**src/sv/svcd_pkg.sv**
```systemverilog
// shared constants, type and lookup function of the servo command decoder
// no dependencies
`timescale 1ns / 1ps

package svcd_pkg;

   localparam int unsigned ByteW    = 8;
   localparam int unsigned AngleW   = 8;
   localparam int unsigned PulseW   = 12;
   localparam int unsigned PosW     = 3;

   localparam logic [ByteW-1:0]  CharLf     = 8'd10;
   localparam logic [ByteW-1:0]  CharCr     = 8'd13;
   localparam logic [ByteW-1:0]  CharZero   = 8'h30;
   localparam logic [ByteW-1:0]  CharNine   = 8'h39;
   localparam logic [PosW-1:0]   PrefixLen  = 3'd6;
   localparam logic [AngleW-1:0] AngleMax   = 8'd180;
   localparam logic [PulseW-1:0] PulseBase  = 12'd500;
   localparam logic [PulseW-1:0] PulseTop   = 12'd2500;

   // 1000/90 = 100/9 as a Q4.16 fixed-point reciprocal (20 bits, 16 fraction bits), exact for angle <= 180
   localparam int unsigned       ScaleShift = 16;
   localparam int unsigned       ScaleW     = 20;
   localparam logic [ScaleW-1:0] ScaleMul   = 20'd728178;
   localparam int unsigned       ProdW      = AngleW + ScaleW;

   // parser outcome for one byte
   typedef struct packed {
      logic              fire;
      logic [AngleW-1:0] angle_raw;
   } line_event_type;

   // expected character at each prefix position of "servo:"
   function automatic logic [ByteW-1:0] prefix_char(input logic [PosW-1:0] pos);
      logic [ByteW-1:0] ch;
      case (pos)
         3'd0:    ch = 8'h73;
         3'd1:    ch = 8'h65;
         3'd2:    ch = 8'h72;
         3'd3:    ch = 8'h76;
         3'd4:    ch = 8'h6f;
         3'd5:    ch = 8'h3a;
         default: ch = 8'h00;
      endcase
      return ch;
   endfunction

endpackage

```
**src/sv/svcd_if.sv**
```systemverilog
// request and response channel interfaces of the servo command decoder
// depends on svcd_pkg
`timescale 1ns / 1ps

interface svcd_req_if;
   logic                        valid;
   logic                        ready;
   logic [svcd_pkg::ByteW-1:0]  rx_byte;

   modport source (output valid, output rx_byte, input ready);
   modport sink   (input valid, input rx_byte, output ready);
endinterface

interface svcd_rsp_if;
   logic                        valid;
   logic                        ready;
   logic [svcd_pkg::AngleW-1:0] angle;
   logic [svcd_pkg::PulseW-1:0] pulse_us;

   modport source (output valid, output angle, output pulse_us, input ready);
   modport sink   (input valid, input angle, input pulse_us, output ready);
endinterface

```
**src/sv/svcd_line_parser.sv**
```systemverilog
// line state of the command parser: prefix check, digit accumulation, line end
// depends on svcd_pkg
`timescale 1ns / 1ps

module svcd_line_parser (
   input  logic                           clock,
   input  logic                           reset,
   input  logic                           advance,
   input  logic [svcd_pkg::ByteW-1:0]     rx_byte,
   output svcd_pkg::line_event_type       line_event
);

   logic [svcd_pkg::PosW-1:0]   position_ff, position_in;
   logic                        match_ff, match_in;
   logic                        stopped_ff, stopped_in;
   logic [svcd_pkg::AngleW-1:0] acc_ff, acc_in;
   logic [svcd_pkg::AngleW-1:0] acc_times_ten;
   logic [svcd_pkg::AngleW-1:0] digit;

   // acc*10 modulo 256 as shift-add, plus the digit value
   assign acc_times_ten = {acc_ff[4:0], 3'b000} + {acc_ff[6:0], 1'b0};
   assign digit         = rx_byte - svcd_pkg::CharZero;

   // a result only at line feed after a full, matching prefix
   assign line_event.fire      = (rx_byte == svcd_pkg::CharLf)
                                 && (position_ff == svcd_pkg::PrefixLen) && match_ff;
   assign line_event.angle_raw = acc_ff;

   // next line state for the byte in hand
   always_comb begin
      position_in = position_ff;
      match_in    = match_ff;
      stopped_in  = stopped_ff;
      acc_in      = acc_ff;
      if (rx_byte == svcd_pkg::CharLf) begin
         position_in = '0;
         match_in    = 1'b1;
         stopped_in  = 1'b0;
         acc_in      = '0;
      end else if (position_ff != svcd_pkg::PrefixLen) begin
         if (rx_byte != svcd_pkg::prefix_char(position_ff)) begin
            match_in = 1'b0;
         end
         position_in = position_ff + 3'd1;
      end else if (!stopped_ff) begin
         if (rx_byte inside {[svcd_pkg::CharZero:svcd_pkg::CharNine]}) begin
            acc_in = acc_times_ten + digit;
         end else if (rx_byte == svcd_pkg::CharCr) begin
            stopped_in = 1'b1;
         end
      end
   end

   // state registers, cleared to an empty line
   always_ff @(posedge clock) begin
      if (reset) begin
         position_ff <= '0;
         match_ff    <= 1'b1;
         stopped_ff  <= 1'b0;
         acc_ff      <= '0;
      end else if (advance) begin
         position_ff <= position_in;
         match_ff    <= match_in;
         stopped_ff  <= stopped_in;
         acc_ff      <= acc_in;
      end
   end

endmodule

```
**src/sv/svcd_pulse_map.sv**
```systemverilog
// clamp of the accumulated angle and its mapping to a pulse width
// depends on svcd_pkg
`timescale 1ns / 1ps

module svcd_pulse_map (
   input  logic [svcd_pkg::AngleW-1:0] angle_raw,
   output logic [svcd_pkg::AngleW-1:0] angle,
   output logic [svcd_pkg::PulseW-1:0] pulse_us
);

   logic [svcd_pkg::ProdW-1:0] product;

   // clamp to the servo range
   assign angle = (angle_raw > svcd_pkg::AngleMax) ? svcd_pkg::AngleMax : angle_raw;

   // angle*100/9 by reciprocal multiply, floor is exact over 0..180
   assign product  = {{svcd_pkg::ScaleW{1'b0}}, angle} * {{svcd_pkg::AngleW{1'b0}},
                     svcd_pkg::ScaleMul};
   assign pulse_us = svcd_pkg::PulseBase
                     + product[svcd_pkg::ScaleShift +: svcd_pkg::PulseW];

endmodule

```
**src/sv/servo_command_line_decoder_core.sv**
```systemverilog
// servo command line decoder: request register, line parser, response register
// depends on svcd_pkg, svcd_if, svcd_line_parser, svcd_pulse_map
`timescale 1ns / 1ps
//
//   channel   direction  payload            width
//   req_chan  in         rx_byte            8
//   rsp_chan  out        angle, pulse_us    8, 12
//
// one byte per cycle is taken while the response register can move on.
// a response is registered once the line feed request that ends its line leaves the request register.
// the parser state updates in the same cycle the byte leaves the request register.
// synchronous reset clears the valid bits of both registers and starts an empty line.
// a held response stalls the request register, and req ready drops while it holds a byte.

module servo_command_line_decoder_core (
   input  logic       clock,
   input  logic       reset,
   svcd_req_if.sink   req_chan,
   svcd_rsp_if.source rsp_chan
);

   logic                        in_valid_ff;
   logic [svcd_pkg::ByteW-1:0]  in_byte_ff;
   logic                        out_valid_ff;
   logic [svcd_pkg::AngleW-1:0] angle_ff;
   logic [svcd_pkg::PulseW-1:0] pulse_ff;
   logic                        advance;
   logic [svcd_pkg::AngleW-1:0] angle_in;
   logic [svcd_pkg::PulseW-1:0] pulse_in;
   svcd_pkg::line_event_type    line_event;

   // byte moves on when the response slot is free or being emptied
   assign advance        = in_valid_ff && (!out_valid_ff || rsp_chan.ready);
   assign req_chan.ready = !in_valid_ff || advance;

   // request register
   always_ff @(posedge clock) begin
      if (reset) begin
         in_valid_ff <= 1'b0;
      end else if (req_chan.ready) begin
         in_valid_ff <= req_chan.valid;
      end
   end

   always_ff @(posedge clock) begin
      if (req_chan.ready && req_chan.valid) begin
         in_byte_ff <= req_chan.rx_byte;
      end
   end

   svcd_line_parser u_parser (
      .clock      (clock),
      .reset      (reset),
      .advance    (advance),
      .rx_byte    (in_byte_ff),
      .line_event (line_event)
   );

   svcd_pulse_map u_pulse (
      .angle_raw (line_event.angle_raw),
      .angle     (angle_in),
      .pulse_us  (pulse_in)
   );

   // response register
   always_ff @(posedge clock) begin
      if (reset) begin
         out_valid_ff <= 1'b0;
      end else if (advance && line_event.fire) begin
         out_valid_ff <= 1'b1;
      end else if (rsp_chan.ready) begin
         out_valid_ff <= 1'b0;
      end
   end

   always_ff @(posedge clock) begin
      if (advance && line_event.fire) begin
         angle_ff <= angle_in;
         pulse_ff <= pulse_in;
      end
   end

   assign rsp_chan.valid    = out_valid_ff;
   assign rsp_chan.angle    = angle_ff;
   assign rsp_chan.pulse_us = pulse_ff;

endmodule

```
**src/flat_wrapper.sv**
```systemverilog
// flat-port wrapper written by rule: the top's interface ports become plain ports
module servo_command_line_decoder_core_flat 
  (clock, reset, req_chan_valid, req_chan_rx_byte, req_chan_ready, rsp_chan_valid, rsp_chan_angle, rsp_chan_pulse_us, rsp_chan_ready);
  svcd_req_if req_chan_i ();
  svcd_rsp_if rsp_chan_i ();
  input  logic clock;
  input  logic reset;
  input wire logic [$bits(req_chan_i.valid)-1:0] req_chan_valid;
  input wire logic [$bits(req_chan_i.rx_byte)-1:0] req_chan_rx_byte;
  output wire logic [$bits(req_chan_i.ready)-1:0] req_chan_ready;
  output wire logic [$bits(rsp_chan_i.valid)-1:0] rsp_chan_valid;
  output wire logic [$bits(rsp_chan_i.angle)-1:0] rsp_chan_angle;
  output wire logic [$bits(rsp_chan_i.pulse_us)-1:0] rsp_chan_pulse_us;
  input wire logic [$bits(rsp_chan_i.ready)-1:0] rsp_chan_ready;
  assign req_chan_i.valid = req_chan_valid;
  assign req_chan_i.rx_byte = req_chan_rx_byte;
  assign req_chan_ready = req_chan_i.ready;
  assign rsp_chan_valid = rsp_chan_i.valid;
  assign rsp_chan_angle = rsp_chan_i.angle;
  assign rsp_chan_pulse_us = rsp_chan_i.pulse_us;
  assign rsp_chan_i.ready = rsp_chan_ready;
  servo_command_line_decoder_core u_core (.clock(clock), .reset(reset), .req_chan(req_chan_i), .rsp_chan(rsp_chan_i));
endmodule
```
**config.mk**
```make
export PLATFORM = sky130hd
export DESIGN_NAME = servo_command_line_decoder_core_flat
export DESIGN_NICKNAME = d
export VERILOG_FILES = /design/src/sv/svcd_pkg.sv /design/src/sv/svcd_if.sv /design/src/sv/svcd_line_parser.sv /design/src/sv/svcd_pulse_map.sv /design/src/sv/servo_command_line_decoder_core.sv /design/src/flat_wrapper.sv
export SDC_FILE = /design/constraint.sdc
export NUM_CORES = 1
export LEC_CHECK = 0
export BUFFER_PORTS_ARGS = -buffer_cell sky130_fd_sc_hd__buf_4
export CORE_MARGIN = 2
export CORE_UTILIZATION = 55
export CTS_CLUSTER_SIZE = 25
export DETAILED_ROUTE_END_ITERATION = 6
export PLACE_DENSITY = 0.76
export SYNTH_ARGS = -nofsm -noshare
export SYNTH_HDL_FRONTEND = slang
export SYNTH_SLANG_ARGS = --single-unit
```
**constraint.sdc**
```tcl
create_clock -name clock -period 8.1 [get_ports clock]
set_input_delay 0 -clock clock [delete_from_list [all_inputs] [get_ports clock]]
set_output_delay 0 -clock clock [all_outputs]
set_load 0.01 [all_outputs]
```
==> run metrics <==
status=finished, final reports clean; Final setup viols=0; clk_skew=between 0.01 and 0.015 ns; register bit count reported by yosys=43; r2r setup slk=1.75 ns; Slew @ Worst Pin=roughly 0.85 ns; sequential area share after synthesis=0.2545; fill count=about 640; total congestion overflow=0; largest net degree at the start of global routing=21; min Tclk post-route=roughly 6.3 ns; Final Core Density=0.6466; Setup Crit Path Kind=flop to flop; Final Cycle Share=0.7837; Fin Setup TNS=0 ns; CTS tree=yes; CTS Buf Count=5; GP Congestion=0.9462; GRT Total Usage=0.2351; crit end category=flop; initial DRC count=~140; Max FO, Critical Path=6; DR pass1 iterations=4; std cell rows=32; Slew Limit Fails=0; fin worst setup slack=1.752 ns; hold violation total from the final report=0; critical-path cell list=inv_1 > a21oi_1 > o21ai_0 > nor2b_1 > inv_1 > ha_1 > ha_1 > inv_1 > fa_1 > fa_1 > inv_1 > ha_1 > nand4b_1 > a2111oi_2 > nor2_1 > o21a_1 > xnor2_1 > ha_1 > nor3b_1 > and3b_1 > o21ai_0 > a211oi_1 > xnor2_1; Most used DFF post-synth=edfxtp_1; Simple-Gate Fraction of Synth Area=0.1315; Place WS=about 1.8 ns; vias in the first global route=around 3,500; HP Class=primary input to flop; residual DRC count=0; Max VDD drop=about 0.074 mV; max frequency=about 160 MHz; die area=a little under 9000 um2; cts repair resizes=0; Synth cell types=a little over 60; Max-cap violations=0; post-synthesis mux area share=0.004466; Sink Count=43; Reg clk slew, reported paths=about 0.1 ns; H-tree levels=2; starting density of the core=0.5742; clk buf depth=2; leak pwr=approximately 2.4 nW; final std cell area, no fill=5049 um2; XOR/XNOR share of the synthesized area=0.06280; Area Overhead vs Synth=12.62%; Top Ports=34; Routed Antenna Nets=0; Root Buffer=clkbuf_8; Mean Syn Cell Area=9.704 um2; Required @ worst endpoint=about 8.2 ns; first-pass GRT wire length=roughly 16 mm; initial antenna violation count=0; Critical Path AT=approximately 6.4 ns; most common cell after layout, fill and taps aside=ha_1; Startpoint Class=flop; vias per inst=5.713; Routed WL=~9.4 mm; RSZ-0062 raised after global routing=false; Final nets=around 620; routed length per instance=15.46 um; Slowest Stage Delay on Critical Path=~0.53 ns; Synth Net Count=between 500 and 600; Synth Area in Compound Gates=0.1326; Post-Synth Adder-Cell Area=0.3455; largest family of logic cells by synthesized area=adder cells; YS warnings=0; number of enable flip-flop cells after synthesis=28; core area=7807 um2; layout cells sized above 1=0.1109; number of diodes=0; asr flop ratio synth=0; PwrDens=just over 90 nW/um2; post-synthesis cell area=between 4000 and 5000 um2; commonest cells after routing, fill and taps aside=79 x ha_1, 72 x inv_1, 39 x a21oi_1; Synth Instances=462; IO Port Bufs=33; Area after DPL=roughly 4800 um2; via count=~3,500; Slew HR=0.4355; clock latency on the worst-skew pair=between 0.3 and 0.4 ns; die span in y=94.28 um; final HPWL from detailed placement=7.538 mm; die width=approximately 94 um; slowest CP cell=a2111oi_2
[through the flow]
| stage | hold slack, ns | cells | power (W) |
|---|---|---|---|
| floorplan | 0.06907 | 462 | 0.0002705 |
| global placement | 0.1786 | 588 | 0.0002804 |
| detailed placement | 0.1795 | 588 | 0.0002821 |
| CTS | 0.005960 | 607 | 0.0004657 |
| global route | 0.01629 | 607 | 0.0004786 |
| finish | 0.02292 | 607 | 0.0004606 |
[critical path, delay by kind of cell (launching register included)]
kind                     cells  cell delay (ns)
AND/OR/NAND/NOR              5             1.23
AO/OA/AOI/OAI                6             1.60
flip-flops                   1             0.32
buffers and inverters        4             0.51
adder cells (fa/ha/maj)      6             2.15
XOR/XNOR                     2             0.28
[sequential cells by signal, summed over array words and instances, names as in the netlist]
signal / flops
u_core.rsp_chan.angle: 8
u_core.u_parser.stopped_ff: 1
u_core.rsp_chan.valid: 1
u_core.u_parser.match_ff: 1
u_core.u_parser.acc_ff: 8
u_core.in_valid_ff: 1
u_core.rsp_chan.pulse_us: 12
u_core.in_byte_ff: 8
u_core.u_parser.position_ff: 3
[worst paths after layout]
| kind | from | endpoint | cells after the start |
|---|---|---|---|
| worst max-delay path | u_core.u_parser.acc_ff[3] | u_core.rsp_chan.pulse_us[10] | 23 |
| worst min-delay path | rsp_chan_ready | u_core.rsp_chan.valid | 3 |
| worst max register to register | u_core.u_parser.acc_ff[3] | u_core.rsp_chan.pulse_us[10] | 23 |
| worst min register to register | u_core.u_parser.acc_ff[3] | u_core.u_parser.acc_ff[3] | 2 |
[area by class of cell]
| class | instances | area [um2] | area share |
|---|---|---|---|
| clock buffer | 5 | 68.82 | 0.01363 |
| tap | 102 | 127.6 | 0.02528 |
| inverter | 72 | 270.3 | 0.05353 |
| timing repair buffer | 44 | 357.8 | 0.07088 |
| clock inverter | 3 | 45.04 | 0.008922 |
| sequential | 43 | 1141 | 0.2260 |
| multi-input combinational | 338 | 3038 | 0.6017 |
[repair_timing]
action	4_1_cts	5_1_grt
endpoints found under the hold margin	22	0
hold buffers	11	0
setup buffers	0	0
[power by group]
| group | total [W] | internal (W) | switching [W] |
|---|---|---|---|
| Clock | 0.000179 | 0.0000933 | 0.0000855 |
| Sequential | 0.000244 | 0.000236 | 0.00000725 |
| Combinational | 0.0000382 | 0.0000212 | 0.0000170 |
| Total | 0.000461 | 0.000351 | 0.000110 |
[logic make-up (layout without fill, tap and decap cells)]
group	Yosys count	after routing
AOI/OAI and AO/OA	87	87
xor gates and xnor gates	30	30
adders and majority gates	107	107
buffers and inverters	81	124
DFF	43	43
muxes	2	2
other	1	1
and+or+nand+nor	111	111
[cell usage after synthesis (2+ instances only)]
cell type	n	area [um2]
o22ai_1	2	12.51
and3_1	2	12.51
nand2_1	29	108.9
nand4_1	5	31.28
o21a_1	2	15.01
nand3b_1	2	15.01
nand2b_1	4	25.02
o211ai_1	2	15.01
fa_1	28	560.5
edfxtp_1	28	840.8
a21oi_1	39	195.2
nor4_1	5	31.28
nor3b_1	2	15.01
and2_1	5	31.28
nor3_1	9	45.04
ha_1	79	988.5
mux2i_1	2	20.02
o21ai_0	15	75.07
nand3_1	11	55.05
nor2b_1	2	12.51
clkbuf_1	9	33.78
nor2_1	21	78.83
a21o_1	7	52.55
a31oi_1	2	12.51
a211o_1	2	17.52
xor2_1	7	61.31
inv_1	72	270.3
xnor2_1	22	192.7
dfxtp_1	15	300.3
[routing by layer]
layer | GRT usage | up-vias | routed length, um
li1 | - | 1691 | -
met1 | 0.3080 | 1683 | 4228
met2 | 0.3994 | 73 | 4577
met3 | 0.03451 | 21 | 385
met4 | 0.07609 | 0 | 193
met5 | 0 | - | 0
(Power assumes the default switching activity.)
